## src/rtl/core/tsf_pkg.sv

```systemverilog
// ----------------------------------------------------------------------------
// tsf_pkg: shared types and constants of the subrecord finder
// Request and response payloads, the queue entry passed from the front end to
// the walker, register indexes and default geometry.
// ----------------------------------------------------------------------------
package tsf_pkg;

   // Default subrecord geometry.
   localparam int ID_BYTES_DEFAULT         = 4;
   localparam int SUB_HEADER_BYTES_DEFAULT = 8;

   // Depth of the queue between front end and walker.
   localparam int QUEUE_DEPTH = 2;

   // Configuration port geometry and register indexes.
   localparam int CSR_INDEX_WIDTH = 4;
   localparam logic [CSR_INDEX_WIDTH-1:0] REG_TARGET_ID    = CSR_INDEX_WIDTH'(0);
   localparam logic [CSR_INDEX_WIDTH-1:0] REG_START_OFFSET = CSR_INDEX_WIDTH'(1);

   localparam logic [31:0] START_OFFSET_RESET = 32'd16;
   localparam logic [31:0] ALL_ONES           = 32'hFFFF_FFFF;

   // One request: a record byte and the last-byte flag.
   typedef struct packed {
      logic [7:0] data_byte;
      logic       last_byte;
   } req_payload_type;

   // One response: the search result of a record.
   typedef struct packed {
      logic        found;
      logic [31:0] match_offset;
      logic [31:0] payload_size;
   } rsp_payload_type;

   // A classified request as it sits in the queue.
   typedef struct packed {
      logic [7:0] data_byte;
      logic       last_byte;
      logic       byte_nonzero;
   } entry_type;

   // Configuration values seen by the walker.
   typedef struct packed {
      logic [31:0] target_id;
      logic [31:0] start_offset;
   } config_type;

endpackage

```

## src/rtl/core/tsf_front.sv

```systemverilog
// ----------------------------------------------------------------------------
// tsf_front: request intake
// Accepts request bytes, tags each with its classification and pushes it into
// the queue; stalls the requester while the queue is full.
// ----------------------------------------------------------------------------
module tsf_front
   import tsf_pkg::*;
(
   input  logic            req_valid,
   input  req_payload_type req_payload,
   output logic            req_stall,
   input  logic            queue_full,
   output logic            push,
   output entry_type       push_entry
);

   // The queue is the only thing that can hold a request back.
   assign req_stall = queue_full;
   assign push      = req_valid && !queue_full;

   // Classify the byte: a nonzero flag serves the long id and size checks.
   always_comb begin
      push_entry.data_byte    = req_payload.data_byte;
      push_entry.last_byte    = req_payload.last_byte;
      push_entry.byte_nonzero = (req_payload.data_byte != 8'd0);
   end

endmodule

```

## src/rtl/core/tsf_queue.sv

```systemverilog
// ----------------------------------------------------------------------------
// tsf_queue: short FIFO between front end and walker
// Register based, simultaneous push and pop allowed.
// ----------------------------------------------------------------------------
module tsf_queue
   import tsf_pkg::*;
(
   input  logic      clock,
   input  logic      reset,
   input  logic      push,
   input  entry_type push_entry,
   output logic      full,
   input  logic      pop,
   output logic      head_valid,
   output entry_type head_entry
);

   localparam int PW = (QUEUE_DEPTH > 1) ? $clog2(QUEUE_DEPTH) : 1;
   localparam int CW = $clog2(QUEUE_DEPTH + 1);
   localparam logic [CW-1:0] DEPTH_COUNT = CW'(QUEUE_DEPTH);
   localparam logic [PW-1:0] LAST_SLOT   = PW'(QUEUE_DEPTH - 1);

   entry_type         slot_ff [QUEUE_DEPTH];
   logic [PW-1:0]     wr_ptr_ff, wr_ptr_in;
   logic [PW-1:0]     rd_ptr_ff, rd_ptr_in;
   logic [CW-1:0]     count_ff, count_in;

   assign full       = (count_ff == DEPTH_COUNT);
   assign head_valid = (count_ff != '0);
   assign head_entry = slot_ff[rd_ptr_ff];

   // Pointer and fill count updates.
   always_comb begin
      wr_ptr_in = wr_ptr_ff;
      rd_ptr_in = rd_ptr_ff;
      count_in  = count_ff;
      if (push) begin
         wr_ptr_in = (wr_ptr_ff == LAST_SLOT) ? '0 : wr_ptr_ff + PW'(1);
      end
      if (pop) begin
         rd_ptr_in = (rd_ptr_ff == LAST_SLOT) ? '0 : rd_ptr_ff + PW'(1);
      end
      if (push && !pop) begin
         count_in = count_ff + CW'(1);
      end else if (pop && !push) begin
         count_in = count_ff - CW'(1);
      end
   end

   always_ff @(posedge clock) begin
      if (reset) begin
         wr_ptr_ff <= '0;
         rd_ptr_ff <= '0;
         count_ff  <= '0;
      end else begin
         wr_ptr_ff <= wr_ptr_in;
         rd_ptr_ff <= rd_ptr_in;
         count_ff  <= count_in;
      end
   end

   // Entry storage carries no reset.
   always_ff @(posedge clock) begin
      if (push) begin
         slot_ff[wr_ptr_ff] <= push_entry;
      end
   end

endmodule

```

## src/rtl/core/tsf_walker.sv

```systemverilog
// ----------------------------------------------------------------------------
// tsf_walker: subrecord walk and response register
// Takes one classified byte a cycle from the queue while no response stalls,
// walks the subrecord chain, holds the response until the consumer takes it.
// ----------------------------------------------------------------------------
module tsf_walker
   import tsf_pkg::*;
#(
   parameter int ID_BYTES         = ID_BYTES_DEFAULT,
   parameter int SUB_HEADER_BYTES = SUB_HEADER_BYTES_DEFAULT
)
(
   input  logic            clock,
   input  logic            reset,
   input  config_type      cfg,
   input  logic            head_valid,
   input  entry_type       head_entry,
   output logic            pop,
   output logic            rsp_valid,
   output rsp_payload_type rsp_payload,
   input  logic            rsp_stall
);

   // At least two bits, so the byte lane select below always stays in range.
   localparam int HW = (SUB_HEADER_BYTES > 4) ? $clog2(SUB_HEADER_BYTES) : 2;

   typedef enum logic [2:0] {
      PH_SKIP,
      PH_HEADER,
      PH_PAYLOAD,
      PH_ENDED,
      PH_REPORTED
   } phase_type;

   phase_type       phase_ff, phase_in;
   logic [31:0]     byte_count_ff, byte_count_in;
   logic [HW-1:0]   hidx_ff, hidx_in;
   logic [31:0]     cur_id_ff, cur_id_in;
   logic [31:0]     cur_size_ff, cur_size_in;
   logic [31:0]     payload_left_ff, payload_left_in;
   logic [31:0]     sub_start_ff, sub_start_in;
   logic            result_given_ff, result_given_in;
   logic            id_high_ff, id_high_in;
   logic            size_high_ff, size_high_in;
   logic            rsp_valid_ff, rsp_valid_in;
   rsp_payload_type rsp_payload_ff, rsp_payload_in;

   logic            step;
   logic [31:0]     pos;
   logic [31:0]     pos_next;
   logic [HW-1:0]   size_idx;
   logic [31:0]     size_final;
   logic [31:0]     left_dec;

   assign rsp_valid   = rsp_valid_ff;
   assign rsp_payload = rsp_payload_ff;

   // A byte is taken only when the response register is free or being freed.
   assign step = head_valid && (!rsp_valid_ff || !rsp_stall);
   assign pop  = step;

   assign pos      = byte_count_ff;
   assign pos_next = (pos == ALL_ONES) ? ALL_ONES : pos + 32'd1;

   // Walk one byte.
   always_comb begin
      phase_in        = phase_ff;
      byte_count_in   = byte_count_ff;
      hidx_in         = hidx_ff;
      cur_id_in       = cur_id_ff;
      cur_size_in     = cur_size_ff;
      payload_left_in = payload_left_ff;
      sub_start_in    = sub_start_ff;
      result_given_in = result_given_ff;
      id_high_in      = id_high_ff;
      size_high_in    = size_high_ff;
      rsp_valid_in    = rsp_valid_ff && rsp_stall;
      rsp_payload_in  = rsp_payload_ff;
      size_idx        = hidx_ff - HW'(ID_BYTES);
      size_final      = cur_size_ff;
      left_dec        = payload_left_ff - 32'd1;

      if (step) begin
         // The walk begins once the start offset is reached.
         if (phase_ff == PH_SKIP && pos >= cfg.start_offset) begin
            phase_in     = PH_HEADER;
            hidx_in      = '0;
            cur_id_in    = '0;
            cur_size_in  = '0;
            sub_start_in = pos;
            id_high_in   = 1'b0;
            size_high_in = 1'b0;
         end

         if (phase_in == PH_HEADER) begin
            size_idx = hidx_in - HW'(ID_BYTES);
            if (32'(hidx_in) < 32'(ID_BYTES)) begin
               if (32'(hidx_in) < 32'd4) begin
                  cur_id_in[8*hidx_in[1:0] +: 8] = head_entry.data_byte;
               end else if (head_entry.byte_nonzero) begin
                  id_high_in = 1'b1;
               end
            end else begin
               if (32'(size_idx) < 32'd4) begin
                  cur_size_in[8*size_idx[1:0] +: 8] = head_entry.data_byte;
               end else if (head_entry.byte_nonzero) begin
                  size_high_in = 1'b1;
               end
            end
            // Header done: a zero size ends the walk.
            if (32'(hidx_in) + 32'd1 >= 32'(SUB_HEADER_BYTES)) begin
               size_final  = size_high_in ? ALL_ONES : cur_size_in;
               cur_size_in = size_final;
               if (size_final == 32'd0) begin
                  phase_in = PH_ENDED;
               end else begin
                  payload_left_in = size_final;
                  phase_in        = PH_PAYLOAD;
               end
            end else begin
               hidx_in = hidx_in + HW'(1);
            end
         end else if (phase_ff == PH_PAYLOAD) begin
            payload_left_in = left_dec;
            if (left_dec == 32'd0) begin
               if (cur_id_ff == cfg.target_id && !id_high_ff) begin
                  rsp_valid_in                = 1'b1;
                  rsp_payload_in.found        = 1'b1;
                  rsp_payload_in.match_offset = sub_start_ff;
                  rsp_payload_in.payload_size = cur_size_ff;
                  result_given_in             = 1'b1;
                  phase_in                    = PH_REPORTED;
               end else begin
                  phase_in     = PH_HEADER;
                  hidx_in      = '0;
                  cur_id_in    = '0;
                  cur_size_in  = '0;
                  sub_start_in = pos_next;
                  id_high_in   = 1'b0;
                  size_high_in = 1'b0;
               end
            end
         end

         byte_count_in = pos_next;

         // End of record: report not found unless a match was given.
         if (head_entry.last_byte) begin
            if (!result_given_in) begin
               rsp_valid_in                = 1'b1;
               rsp_payload_in.found        = 1'b0;
               rsp_payload_in.match_offset = pos_next;
               rsp_payload_in.payload_size = 32'd0;
            end
            phase_in        = PH_SKIP;
            byte_count_in   = '0;
            hidx_in         = '0;
            cur_id_in       = '0;
            cur_size_in     = '0;
            payload_left_in = '0;
            sub_start_in    = '0;
            result_given_in = 1'b0;
            id_high_in      = 1'b0;
            size_high_in    = 1'b0;
         end
      end
   end

   // Walk state and response register.
   always_ff @(posedge clock) begin
      if (reset) begin
         phase_ff        <= PH_SKIP;
         byte_count_ff   <= '0;
         hidx_ff         <= '0;
         cur_id_ff       <= '0;
         cur_size_ff     <= '0;
         payload_left_ff <= '0;
         sub_start_ff    <= '0;
         result_given_ff <= 1'b0;
         id_high_ff      <= 1'b0;
         size_high_ff    <= 1'b0;
         rsp_valid_ff    <= 1'b0;
      end else begin
         phase_ff        <= phase_in;
         byte_count_ff   <= byte_count_in;
         hidx_ff         <= hidx_in;
         cur_id_ff       <= cur_id_in;
         cur_size_ff     <= cur_size_in;
         payload_left_ff <= payload_left_in;
         sub_start_ff    <= sub_start_in;
         result_given_ff <= result_given_in;
         id_high_ff      <= id_high_in;
         size_high_ff    <= size_high_in;
         rsp_valid_ff    <= rsp_valid_in;
      end
      rsp_payload_ff <= rsp_payload_in;
   end

endmodule

```

## src/rtl/core/tlv_subrecord_finder.sv

```systemverilog
// ----------------------------------------------------------------------------
// tlv_subrecord_finder: TLV subrecord search over a record byte stream
// Walks id/size/payload subrecords from a configured offset and reports the
// first complete subrecord whose id matches the configured target.
//
//   port group | direction | handshake         | carries
//   req_       | in        | valid / stall     | data_byte, last_byte
//   rsp_       | out       | valid / stall     | found, match_offset, payload_size
//   csr_       | in        | valid / ready     | register index, write data
//
// One byte per cycle is sustained while no response is stalled; the walker's
// registered byte step sets that figure. A response passes the queue slot and
// then the walker's response register before it is offered.
// Reset is synchronous and clears the walk; registers return to their defaults.
// A stalled response holds the walker while the two-entry queue absorbs bytes.
// Configuration writes are always ready.
// ----------------------------------------------------------------------------
module tlv_subrecord_finder
   import tsf_pkg::*;
#(
   parameter int ID_BYTES         = ID_BYTES_DEFAULT,
   parameter int SUB_HEADER_BYTES = SUB_HEADER_BYTES_DEFAULT
)
(
   input  logic                       clock,
   input  logic                       reset,
   input  logic                       req_valid,
   input  req_payload_type            req_payload,
   output logic                       req_stall,
   output logic                       rsp_valid,
   output rsp_payload_type            rsp_payload,
   input  logic                       rsp_stall,
   input  logic                       csr_valid,
   output logic                       csr_ready,
   input  logic [CSR_INDEX_WIDTH-1:0] csr_index,
   input  logic [31:0]                csr_data
);

   config_type cfg_ff, cfg_in;
   logic       queue_full;
   logic       push;
   entry_type  push_entry;
   logic       pop;
   logic       head_valid;
   entry_type  head_entry;

   assign csr_ready = 1'b1;

   // Register write decode; unknown indexes are ignored.
   always_comb begin
      cfg_in = cfg_ff;
      if (csr_valid && csr_ready) begin
         unique case (csr_index)
            REG_TARGET_ID:    cfg_in.target_id    = csr_data;
            REG_START_OFFSET: cfg_in.start_offset = csr_data;
            default:          cfg_in = cfg_ff;
         endcase
      end
   end

   always_ff @(posedge clock) begin
      if (reset) begin
         cfg_ff.target_id    <= '0;
         cfg_ff.start_offset <= START_OFFSET_RESET;
      end else begin
         cfg_ff <= cfg_in;
      end
   end

   tsf_front u_front (
      .req_valid   (req_valid),
      .req_payload (req_payload),
      .req_stall   (req_stall),
      .queue_full  (queue_full),
      .push        (push),
      .push_entry  (push_entry)
   );

   tsf_queue u_queue (
      .clock      (clock),
      .reset      (reset),
      .push       (push),
      .push_entry (push_entry),
      .full       (queue_full),
      .pop        (pop),
      .head_valid (head_valid),
      .head_entry (head_entry)
   );

   tsf_walker #(
      .ID_BYTES         (ID_BYTES),
      .SUB_HEADER_BYTES (SUB_HEADER_BYTES)
   ) u_walker (
      .clock       (clock),
      .reset       (reset),
      .cfg         (cfg_ff),
      .head_valid  (head_valid),
      .head_entry  (head_entry),
      .pop         (pop),
      .rsp_valid   (rsp_valid),
      .rsp_payload (rsp_payload),
      .rsp_stall   (rsp_stall)
   );

endmodule

```

## config.mk

```make
export PLATFORM = sky130hd
export DESIGN_NAME = tlv_subrecord_finder
export DESIGN_NICKNAME = d
export VERILOG_FILES = /design/src/rtl/core/tsf_pkg.sv /design/src/rtl/core/tsf_front.sv /design/src/rtl/core/tsf_queue.sv /design/src/rtl/core/tsf_walker.sv /design/src/rtl/core/tlv_subrecord_finder.sv
export SDC_FILE = /design/constraint.sdc
export NUM_CORES = 1
export LEC_CHECK = 0
export ABC_CLOCK_PERIOD_IN_PS = 7100
export BUFFER_PORTS_ARGS = -buffer_cell sky130_fd_sc_hd__buf_2
export CORE_MARGIN = 10
export CORE_UTILIZATION = 55
export CTS_BUF_LIST = sky130_fd_sc_hd__clkbuf_8
export DETAILED_ROUTE_END_ITERATION = 8
export PLACE_DENSITY = 0.86
export SYNTH_ARGS = -nofsm -noshare
export SYNTH_HDL_FRONTEND = slang
export SYNTH_SLANG_ARGS = --single-unit
```

## constraint.sdc

```tcl
create_clock -name clock -period 7.1 [get_ports clock]
set_clock_uncertainty 0.15 [all_clocks]
set_input_delay 0.71 -clock clock [delete_from_list [all_inputs] [get_ports clock]]
set_output_delay 0.71 -clock clock [all_outputs]
set_load 0.05 [all_outputs]
```

After elaboration in Yosys (flattened, before gate mapping)
Memories as Yosys holds them, arrays and structs flattened. A register that Yosys moved wholly into a read port is not among the register bits.
Cells that the tools add are included.
{"block": "totals", "ff_bits": 303, "mem_bits_rw": 20, "in_bits": 50, "out_inout_bits": 68, "elab_cells": 169, "mem_count": 1}
{"block": "classes", "add_sub_neg": 11, "order_cmp": 4, "n_eq_ne": 8, "n_shift": 4, "mux": 97, "n_reduce_logical": 25}
{"memory": "u_queue.slot_ff", "words": 2, "word_bits": 10, "rd": 1, "rd_ports_with_merged_regs": 1, "wr": 1, "line_no": "tsf_queue.sv:23", "rtl": "entry_type slot_ff [QUEUE_DEPTH];"}
{"op": "2-to-1 mux 32 bit", "count": 34}
{"op": "2-to-1 mux 65 bit", "count": 6}
{"op": "negator 5 -> 34 bit", "count": 2}
{"op": "variable shift 8 x 34 -> 32 bit (first input constant)", "count": 2}
{"op": "variable part select 8 x 34 -> 32 bit", "count": 2}
{"op": "bitwise mux 32 bit", "count": 2}
{"op": "logical NOT 32 bit", "count": 2}
{"op": "2-to-1 mux 3 bit", "count": 16}
{"op": "2-to-1 mux 1 bit", "count": 37}
{"op": "adder 32 x 1 -> 32 bit (second input constant)", "count": 1}
{"op": "== test 32 bit", "count": 1}
{"op": "== test 32 bit (second input constant)", "count": 1}
{"op": ">= comparator 32 bit", "count": 1}
{"op": ">= comparator 32 x 4 -> 1 bit (second input constant)", "count": 1}
{"op": "subtractor 32 x 1 -> 32 bit (second input constant)", "count": 1}
{"op": "nonzero test 8 bit", "count": 1}
{"op": "logical AND 1 bit", "count": 7}
{"op": "logical NOT 1 bit", "count": 6}
{"op": "< comparator 3 bit (second input constant)", "count": 2}
{"op": "!= test 3 bit (second input constant)", "count": 2}
{"op": "adder 3 x 1 -> 4 bit (second input constant)", "count": 1}
{"op": "== test 4 x 1 -> 1 bit (second input constant)", "count": 1}
{"op": "logical NOT 4 bit", "count": 1}
{"op": "2-to-1 mux 2 bit", "count": 2}
{"op": "other kinds (14)", "count": 17}

Logic depth before layout (Yosys ltp)
Gate-level depths: netlist of run 1.
{"block": "logic_depth", "depth_word": 18, "ltp_mapped": 23, "depth_no_buf": 19}

Hierarchy
A second synthesis of run 1 with hierarchy kept.
{"block": "unflattened", "hier_cells": 2054, "hier_area_um2": 17790.8}
{"module": "tsf_walker", "n_inst": 1, "cells_each": 1739, "area_each_um2": 14051.0, "seq_area_each_um2": 5355.1}
{"module": "tlv_subrecord_finder", "n_inst": 1, "cells_each": 248, "area_each_um2": 2713.9, "seq_area_each_um2": 1281.2}
{"module": "tsf_queue", "n_inst": 1, "cells_each": 53, "area_each_um2": 928.4, "seq_area_each_um2": 700.7}
{"module": "tsf_front", "n_inst": 1, "cells_each": 14, "area_each_um2": 97.6, "seq_area_each_um2": 0.0}

Least setup slack after synthesis of run 1
OpenSTA, ideal clock, no wires.
{"block": "synth_path", "kind": "register to register", "start": "register u_walker.byte_count_ff[0]", "end": "register u_walker.payload_left_ff[11]", "setup_ps": 59, "arrival_time_ps": 5394, "t_required_ps": 6891, "slack_ps": 1497, "stages_incl_launch_ff": 23, "n_path_buf": 4, "synth_period_minus_slack_ps": 5603, "path_cell_list": "dfxtp_1 -> inv_1 -> ha_1 -> nand2b_1 -> a2111oi_0 -> a2111oi_0 -> o311a_1 -> a21oi_1 -> clkbuf_1 -> buf_1 -> and2_1 -> ha_1 -> nand4bb_1 -> clkbuf_1 -> o31ai_1 -> or4_1 -> nor4_1 -> a311oi_1 -> o21bai_1 -> a21o_1 -> and2_1 -> clkbuf_1 -> a22o_1"}
{"block": "synth_via", "elab_chain_len": 17, "word_cells_on_any_way": 38, "cone_classes": "add/sub (3); order compare (4); eq/ne (3); shift (2); mux (22); reduce/logical (4)"}
{"element": "start, declared", "line_no": "tsf_walker.sv:36", "rtl": "logic [31:0] byte_count_ff, byte_count_in;"}
{"element": "start signal, assigned", "line_no": "tsf_walker.sv:185", "rtl": "byte_count_ff <= byte_count_in;"}
{"element": ">= comparator 32 bit *", "line_no": "tsf_walker.sv:85", "rtl": "if (phase_ff == PH_SKIP && pos >= cfg.start_offset) begin"}
{"element": "logical AND 1 bit *", "line_no": "tsf_walker.sv:85"}
{"element": "parallel branches: the longest is 15 deep, another holds negator 5 -> 34 bit"}
{"element": "end signal, assigned", "line_no": "tsf_walker.sv:189", "rtl": "payload_left_ff <= payload_left_in;"}
{"element": "end, declared", "line_no": "tsf_walker.sv:40", "rtl": "logic [31:0] payload_left_ff, payload_left_in;"}
Mark *: on every way between the ends. The select of a mux whose other input is x is not followed.
A chain may end at the register's enable or synchronous reset.

Worst setup path in the final report of run 1
{"block": "layout_path", "start": "register u_walker.byte_count_ff[12]", "end": "register u_walker.payload_left_ff[18]"}
Same word-level chain as after synthesis.

==> results of run 1 <==
-- area by class of cell --
cell class              count  area (um^2)  area share, %
clock inverters            29          154          0.804
flip-flops and latches    322         7280           38.0
multi-input cells        1490         9360           48.9
inverters                  56          211           1.10
repair buffers            145          801           4.18
well taps                 402          503           2.63
clock buffers              61          840           4.39
-- registers in the layout (all words and copies together) (netlist names), 2 cells and up, named ones only --
signal / cells
u_walker.payload_left_ff: 32
u_walker.cur_size_ff: 32
u_walker.hidx_ff: 3
u_queue.slot_ff: 18
u_queue.count_ff: 2
u_walker.rsp_payload: 65
cfg_ff: 64
u_walker.phase_ff: 3
u_walker.cur_id_ff: 32
u_walker.sub_start_ff: 32
u_walker.byte_count_ff: 32
-- cell usage after synthesis, types with 11 or more instances --
cell,number
buf_1,13
nor3_1,44
xnor2_1,51
o31ai_1,28
nand2_1,273
o211ai_1,17
and3_1,20
and2_1,13
a22o_1,37
nor4_1,23
a221o_1,19
clkbuf_1,115
or3_1,15
edfxtp_1,83
xor2_1,27
or4_1,14
dfxtp_1,239
a21oi_1,167
a31oi_1,11
o22ai_1,15
mux2i_1,82
a22oi_1,17
o21ai_0,128
inv_1,55
o2bb2ai_1,32
nor2_1,161
ha_1,42
o221ai_1,13
buf_2,13
nand4_1,30
nand3_1,52
-- stage by stage --
step	instances	cell area, um^2	hold slack, ns	utilization, %
after detailed placement	2415	18100	0.298	57.8
after floorplan	2015	17400	0.276	-
after CTS	2505	19100	0.135	61.0
after global placement	2415	18100	0.291	57.8
final	2505	19100	0.149	61.0
after global routing	2505	19100	0.142	61.0
-- kinds of logic (layout without fill, tap and decap cells) --
group                    after synthesis  in the layout  share of synthesized area (%)
multiplexers                          91             91                           5.30
adder cells (fa/ha/maj)               42             42                           3.02
XOR/XNOR                              78             78                           3.93
buffers and inverters                203            291                           4.67
AND/OR/NAND/NOR                      694            694                           18.7
other                                  1              1                         0.0216
AO/OA/AOI/OAI                        584            584                           22.5
flip-flops                           322            322                           41.8
-- final timing paths --
check | depth (start not counted) | from | slack, ns | endpoint
max | 19 | u_walker.byte_count_ff[12] | 0.94 | u_walker.payload_left_ff[18]
min | 1 | req_payload[1] | 0.15 | u_queue.slot_ff[0][2]
max reg2reg | 19 | u_walker.byte_count_ff[12] | 0.94 | u_walker.payload_left_ff[18]
min reg2reg | 2 | cfg_ff[24] | 0.31 | cfg_ff[24]
-- power breakdown --
part / internal (mW) / switching [mW]
clock network: 0.812 / 0.750
logic: 0.890 / 2.38
registers: 2.25 / 0.224
-- worst reg2reg max path, cell delays in order, from the launching register on --
cell       delay [ns]
dfxtp_1          0.40
ha_1             0.34
nand4_1          0.13
or3_1            0.43
a2111oi_0        0.40
o311a_1          0.38
a21oi_4          0.06
nand2_1          0.24
inv_1            0.14
ha_1             0.26
nand2_1          0.40
o31ai_1          0.23
or4_1            0.55
nor4_1           0.27
a311oi_1         0.15
o21bai_1         0.44
a21o_1           0.47
buf_4            0.36
nand3_1          0.13
o21ai_0          0.09
-- metal layers --
layer | up-vias | global-route usage (%) | share of wire (%)
met5 | - | 0 | 0
met2 | 1100 | 42.0 | 44
met4 | 0 | 10.4 | 3.7
met1 | 7813 | 37.7 | 41
met3 | 186 | 5.96 | 11
li1 | 7516 | - | -
==> qor.csv, run 1 <==
stage,metric,value,unit
die,Initial Utilization,55.4,%
critical_path,CP required,7.43,ns
global_routing,largest net degree at the start of global routing,75,
critical_path,CP Launch Type,flop,
synth,largest cells by area after synthesis,"dfxtp_1 (28%), edfxtp_1 (14%), nand2_1 (5.9%)",
job,max-cap viol count,0,
placement,IO Port Bufs,116,
placement,GP Congestion,0.980,
synth,Synth Instances,2015,
cells_and_area,"commonest non-fill, non-tap cell in the layout",nand2_1,
global_routing,vias in the first global route,15700,
global_routing,GRT Total Usage,27.6,%
critical_path,Arrival @ worst endpoint,6.49,ns
die,core area,0.0314,mm^2
timing,fin. max-slew vios,0,
clocking,root buf cell,clkbuf_8,
drt,Iteration-0 DRC Markers,2289,
clocking,CTS Buffer Depth,3,
die,Cell Rows,65,
drt,residual DRC count,0,
cells_and_area,Filler cells,2627,
synth,Post-synth EDFFs,83,
global_routing,first-pass GRT wire length,87600,um
synth,top_reg_cell synth,dfxtp_1,
drt,Vias per Instance,6.63,
synth,Netlist cell types,87,
outcome,status,completed,
timing,final worst slack,0.943,ns
critical_path,Setup crit end kind,flop,
power_and_ir_drop,Pleak,7.05,nW
synth,Syn Nets,2107,
timing,Final min period,6.16,ns
clocking,hold buffers post-CTS,0,
synth,Synth area leader,dfxtp_1,
synth,warnings from Yosys,0,
critical_path,crit path buf inv count,2,
global_routing,GR Overflow Total,0,
clocking,post-CTS setup buffer count,0,
timing,crit share post-route,86.7,%
hold_path,Hold Path Class,in -> reg,
critical_path,CP top delay family,compound AO/OA/AOI/OAI gates,
timing,relative slew slack,17.5,%
clocking,# H-tree levels,2,
timing,fmax,0.162,GHz
critical_path,CP Max Fanout,28,
drt,DRT Pass-1 Iters,7,
power_and_ir_drop,PwrDens,382,mW/mm^2
drt,Vias,16600,
timing,setup violators final,0,
cells_and_area,area overhead of the layout relative to synthesis,10.1,%
die,# IOs,118,
timing,Hold Fails Final Rpt,0,
die,die width,198,um
drt,Routed WL,55800,um
global_routing,initial antenna violation count,0,
cells_and_area,Antenna diodes,0,
power_and_ir_drop,largest vdd supply drop,0.639,mV
drt,post-route ant nets,0,
critical_path,"slowest stage cell, crit path",or4_1,
critical_path,CP Cell Sequence,"ha_1, nand4_1, or3_1, a2111oi_0, o311a_1, a21oi_4, nand2_1, inv_1, ha_1, nand2_1, o31ai_1, or4_1, nor4_1, a311oi_1, o21bai_1, a21o_1, buf_4, nand3_1, o21ai_0",
clocking,Clock Latency Late Sink,0.61,ns
timing,Slew @ Worst Pin,1.23,ns
cells_and_area,Final #Nets,2158,
synth,sequential area share after synthesis,41.8,%
die,full die area,0.0391,mm^2
placement,"worst slack, placed",1.16,ns
power_and_ir_drop,Design Power,7.31,mW
clocking,post-CTS sizing,0,
synth,Syn Std Cell Area,0.0174,mm^2
clocking,TritonCTS buffer count,51,
clocking,Worst-path clk slew,0.07,ns
synth,Seq cells post-synth,322,
synth,share of the synthesized area in the top cell type,27.5,%
clocking,clk sink count,322,
cells_and_area,share of cells above drive strength 1,12.1,%
die,die height,198,um
cells_and_area,"commonest non-fill, non-tap cells in the layout","nand2_1 (273), dfxtp_1 (239), a21oi_1 (166)",
clocking,CTS tree,built,
drt,DR WL/cell,22.3,um
timing,setup_tns,0,ns
critical_path,worst setup path class,reg -> reg,
critical_path,crit-path max cell delay,0.55,ns
synth,Synth async-reset ratio,0,%
placement,DP HPWL,38600,um
timing,unrepaired setup endpoints after global routing,false,
synth,Mapped Avg Cell Area,8.63,um^2
Note: power is estimated with default switching activity, not from simulation.
==> inputs of run 2 (changes only) <==
--- a/config.mk
+++ b/config.mk
@@ -11,6 +11,7 @@
 export CORE_UTILIZATION = 55
 export CTS_BUF_LIST = sky130_fd_sc_hd__clkbuf_8
 export DETAILED_ROUTE_END_ITERATION = 8
+export MAX_ROUTING_LAYER = met4
 export PLACE_DENSITY = 0.86
 export SYNTH_ARGS = -nofsm -noshare
 export SYNTH_HDL_FRONTEND = slang
==> run 2 against run 1 <==
Register-to-register slack worse by 0.09 ns. Sequential share of layout area is 0.23 points lower. Maximum frequency decreased by 1.5%. Non-clock buffer count down 1. Cell count increased by 0.20%. Combinational power about the same. Clock-buffer cell count is 3 higher. Worst hold slack barely moved. Critical path depth did not move. Final area is 0.61% higher. Global-route usage grew 0.98 points. Wire length grew 0.34%. Critical endpoint is now u_walker.payload_left_ff[7].
==> qor.csv, run 2 (synthesis gave the netlist of run 1 again) <==
stage,metric,value,unit,change
outcome,status,completed,,
drt,Vias per Instance,6.61,,-0.32%
critical_path,CP Max Fanout,26,,-7.1%
drt,post-route ant nets,0,,unchanged
clocking,root buf cell,clkbuf_8,,
global_routing,first-pass GRT wire length,87700,um,+0.19%
timing,unrepaired setup endpoints after global routing,false,,
clocking,Clock Latency Late Sink,0.61,ns,about the same
critical_path,worst r2r src,u_walker.byte_count_ff[12],,
cells_and_area,"commonest non-fill, non-tap cell in the layout",nand2_1,,
critical_path,Arrival @ worst endpoint,6.60,ns,+0.11 ns
cells_and_area,max FFs per register,65,,unchanged
clocking,hold buffers post-CTS,0,,unchanged
cells_and_area,Antenna diodes,0,,unchanged
power_and_ir_drop,PwrDens,387,mW/mm^2,+1.5%
die,die height,198,um,unchanged
cells_and_area,Final #Nets,2157,,-0.046%
drt,Vias,16600,,-0.12%
power_and_ir_drop,clock share of power,23.0,%,+1.6 points
power_and_ir_drop,Internal Power,4.07,mW,+3.0%
drt,residual DRC count,0,,unchanged
die,# IOs,118,,unchanged
timing,setup_tns,0,ns,unchanged
critical_path,Setup crit end kind,flop,,
critical_path,CP required,7.45,ns,+0.02 ns
clocking,post-CTS setup buffer count,0,,unchanged
global_routing,initial antenna violation count,0,,unchanged
timing,relative slew slack,17.7,%,+0.23 points
global_routing,vias in the first global route,15700,,+0.30%
placement,GP Congestion,0.978,,-0.17%
clocking,CTS tree,built,,
die,Cell Rows,65,,unchanged
placement,IO Port Bufs,116,,unchanged
die,die width,198,um,unchanged
global_routing,GRT Total Usage,28.6,%,+0.98 points
clocking,# H-tree levels,2,,unchanged
global_routing,largest net degree at the start of global routing,86,,+15%
drt,DRT Pass-1 Iters,6,,-1
power_and_ir_drop,largest vdd supply drop,0.484,mV,-24%
hold_path,Hold Path Class,in -> reg,,
clocking,TritonCTS buffer count,51,,unchanged
clocking,Worst-path clk slew,0.06,ns,about the same
drt,Routed WL,56000,um,+0.34%
power_and_ir_drop,Design Power,7.46,mW,+2.1%
cells_and_area,area overhead of the layout relative to synthesis,10.7,%,
global_routing,GR Overflow Total,0,,unchanged
clocking,clk sink count,322,,unchanged
drt,Iteration-0 DRC Markers,2693,,+18%
timing,setup violators final,0,,unchanged
timing,crit share post-route,88.0,%,+1.3 points
power_and_ir_drop,sequential power share,33.2,%,-0.7 points
timing,fmax,0.160,GHz,-1.5%
critical_path,worst r2r path cells,19,,unchanged
cells_and_area,Filler cells,2669,,+1.6%
cells_and_area,Final Util,61.3,%,+0.37 points
power_and_ir_drop,Net Switching,3.39,mW,+0.98%
placement,DP HPWL,38600,um,about the same
timing,Hold Fails Final Rpt,0,,unchanged
hold_path,hold_sp,req_payload[3],,
cells_and_area,share of cells above drive strength 1,12.7,%,+0.59 points
critical_path,reg2reg end,u_walker.payload_left_ff[7],,
critical_path,worst reg2reg setup slack,0.85,ns,-0.09 ns
die,core area,0.0314,mm^2,unchanged
critical_path,CP Launch Type,flop,,
timing,Slew @ Worst Pin,1.23,ns,-0.00347 ns
hold_path,Worst Hold End,u_queue.slot_ff[1][4],,
power_and_ir_drop,logic gate share of total power,43.8,%,-0.9 points
cells_and_area,"commonest non-fill, non-tap cells in the layout","nand2_1 (273), dfxtp_1 (239), a21oi_1 (166)",,
hold_path,cell depth of the worst hold path,1,,unchanged
critical_path,"slowest stage cell, crit path",or4_1,,
timing,Final min period,6.25,ns,+0.0935 ns
clocking,CTS Buffer Depth,3,,unchanged
drt,DR WL/cell,22.3,um,+0.14%
clocking,post-CTS sizing,0,,unchanged
job,max-cap viol count,0,,unchanged
critical_path,worst setup path class,reg -> reg,,
die,full die area,0.0391,mm^2,unchanged
timing,fin. max-slew vios,0,,unchanged
critical_path,crit-path max cell delay,0.58,ns,+0.03 ns
die,Initial Utilization,55.4,%,unchanged
critical_path,CP Cell Sequence,"ha_1, nand4_1, or3_1, a2111oi_0, o311a_1, a21oi_4, nand2_1, inv_1, ha_1, nand2_1, o31ai_1, or4_1, nor4_1, a311oi_1, o21bai_1, a21o_1, buf_4, nand3_1, o21ai_0",,
power_and_ir_drop,switching share of power,45.4,%,-0.50 points
power_and_ir_drop,Pleak,7.10,nW,+0.72%
[run 2: worst max-delay path by stage]
stage	cells after the start	startpoint	endpoint	slack [ns]
floorplan	22	u_walker.byte_count_ff[0]	u_walker.payload_left_ff[11]	1.50
global placement	19	u_walker.byte_count_ff[12]	u_walker.payload_left_ff[3]	1.38
detailed placement	19	u_walker.byte_count_ff[0]	u_walker.payload_left_ff[7]	0.99
CTS	19	u_walker.byte_count_ff[0]	u_walker.payload_left_ff[7]	0.93
global route	19	u_walker.byte_count_ff[12]	u_walker.payload_left_ff[3]	0.39
finish	19	u_walker.byte_count_ff[12]	u_walker.payload_left_ff[7]	0.85
[run 2: final cells by class]
type / count / area (um^2) / area share, %
Timing Repair Buffer: 144 / 793 / 4.12
Clock buffer: 64 / 881 / 4.57
Multi-Input combinational cell: 1490 / 9360 / 48.6
Clock inverter: 32 / 236 / 1.23
Tap cell: 402 / 503 / 2.61
Inverter: 56 / 211 / 1.10
Sequential cell: 322 / 7280 / 37.8
[run 2: layer usage]
layer	track usage, %	wire [um]	vias up
met5	-	0	-
met4	10.9	2040	0
met3	5.87	6340	177
met2	41.9	24500	1121
met1	38.2	23100	7782
li1	-	-	7515
[run 2: power groups by stage]
| stage | Sequential, mW | Combinational (mW) | Clock, mW |
|---|---|---|---|
| floorplan | 3.06 | 1.76 | 0 |
| CTS | 2.47 | 3.21 | 1.72 |
| global placement | 2.49 | 3.15 | 0 |
| global route | 2.51 | 3.48 | 1.79 |
| detailed placement | 2.50 | 3.19 | 0 |
| finish | 2.48 | 3.27 | 1.72 |
[run 2: worst max-delay path: cells and delay by family, from the launching register on]
kind	cells	cell delay, ns
compound gates	8	2.30
fa+ha+maj	2	0.58
buf+inv	2	0.49
flops	1	0.42
simple gates	7	2.21
[run 2: metrics by stage]
stage                     area (um^2)  hold WS (ns)  std cells  setup slack [ns]
after floorplan                 17400         0.276       2015              1.50
after global placement          18100         0.294       2414              1.38
after detailed placement        18100         0.298       2414             0.986
after CTS                       19300         0.141       2510             0.930
after global routing            19300         0.152       2510             0.391
final                           19300         0.150       2510             0.850
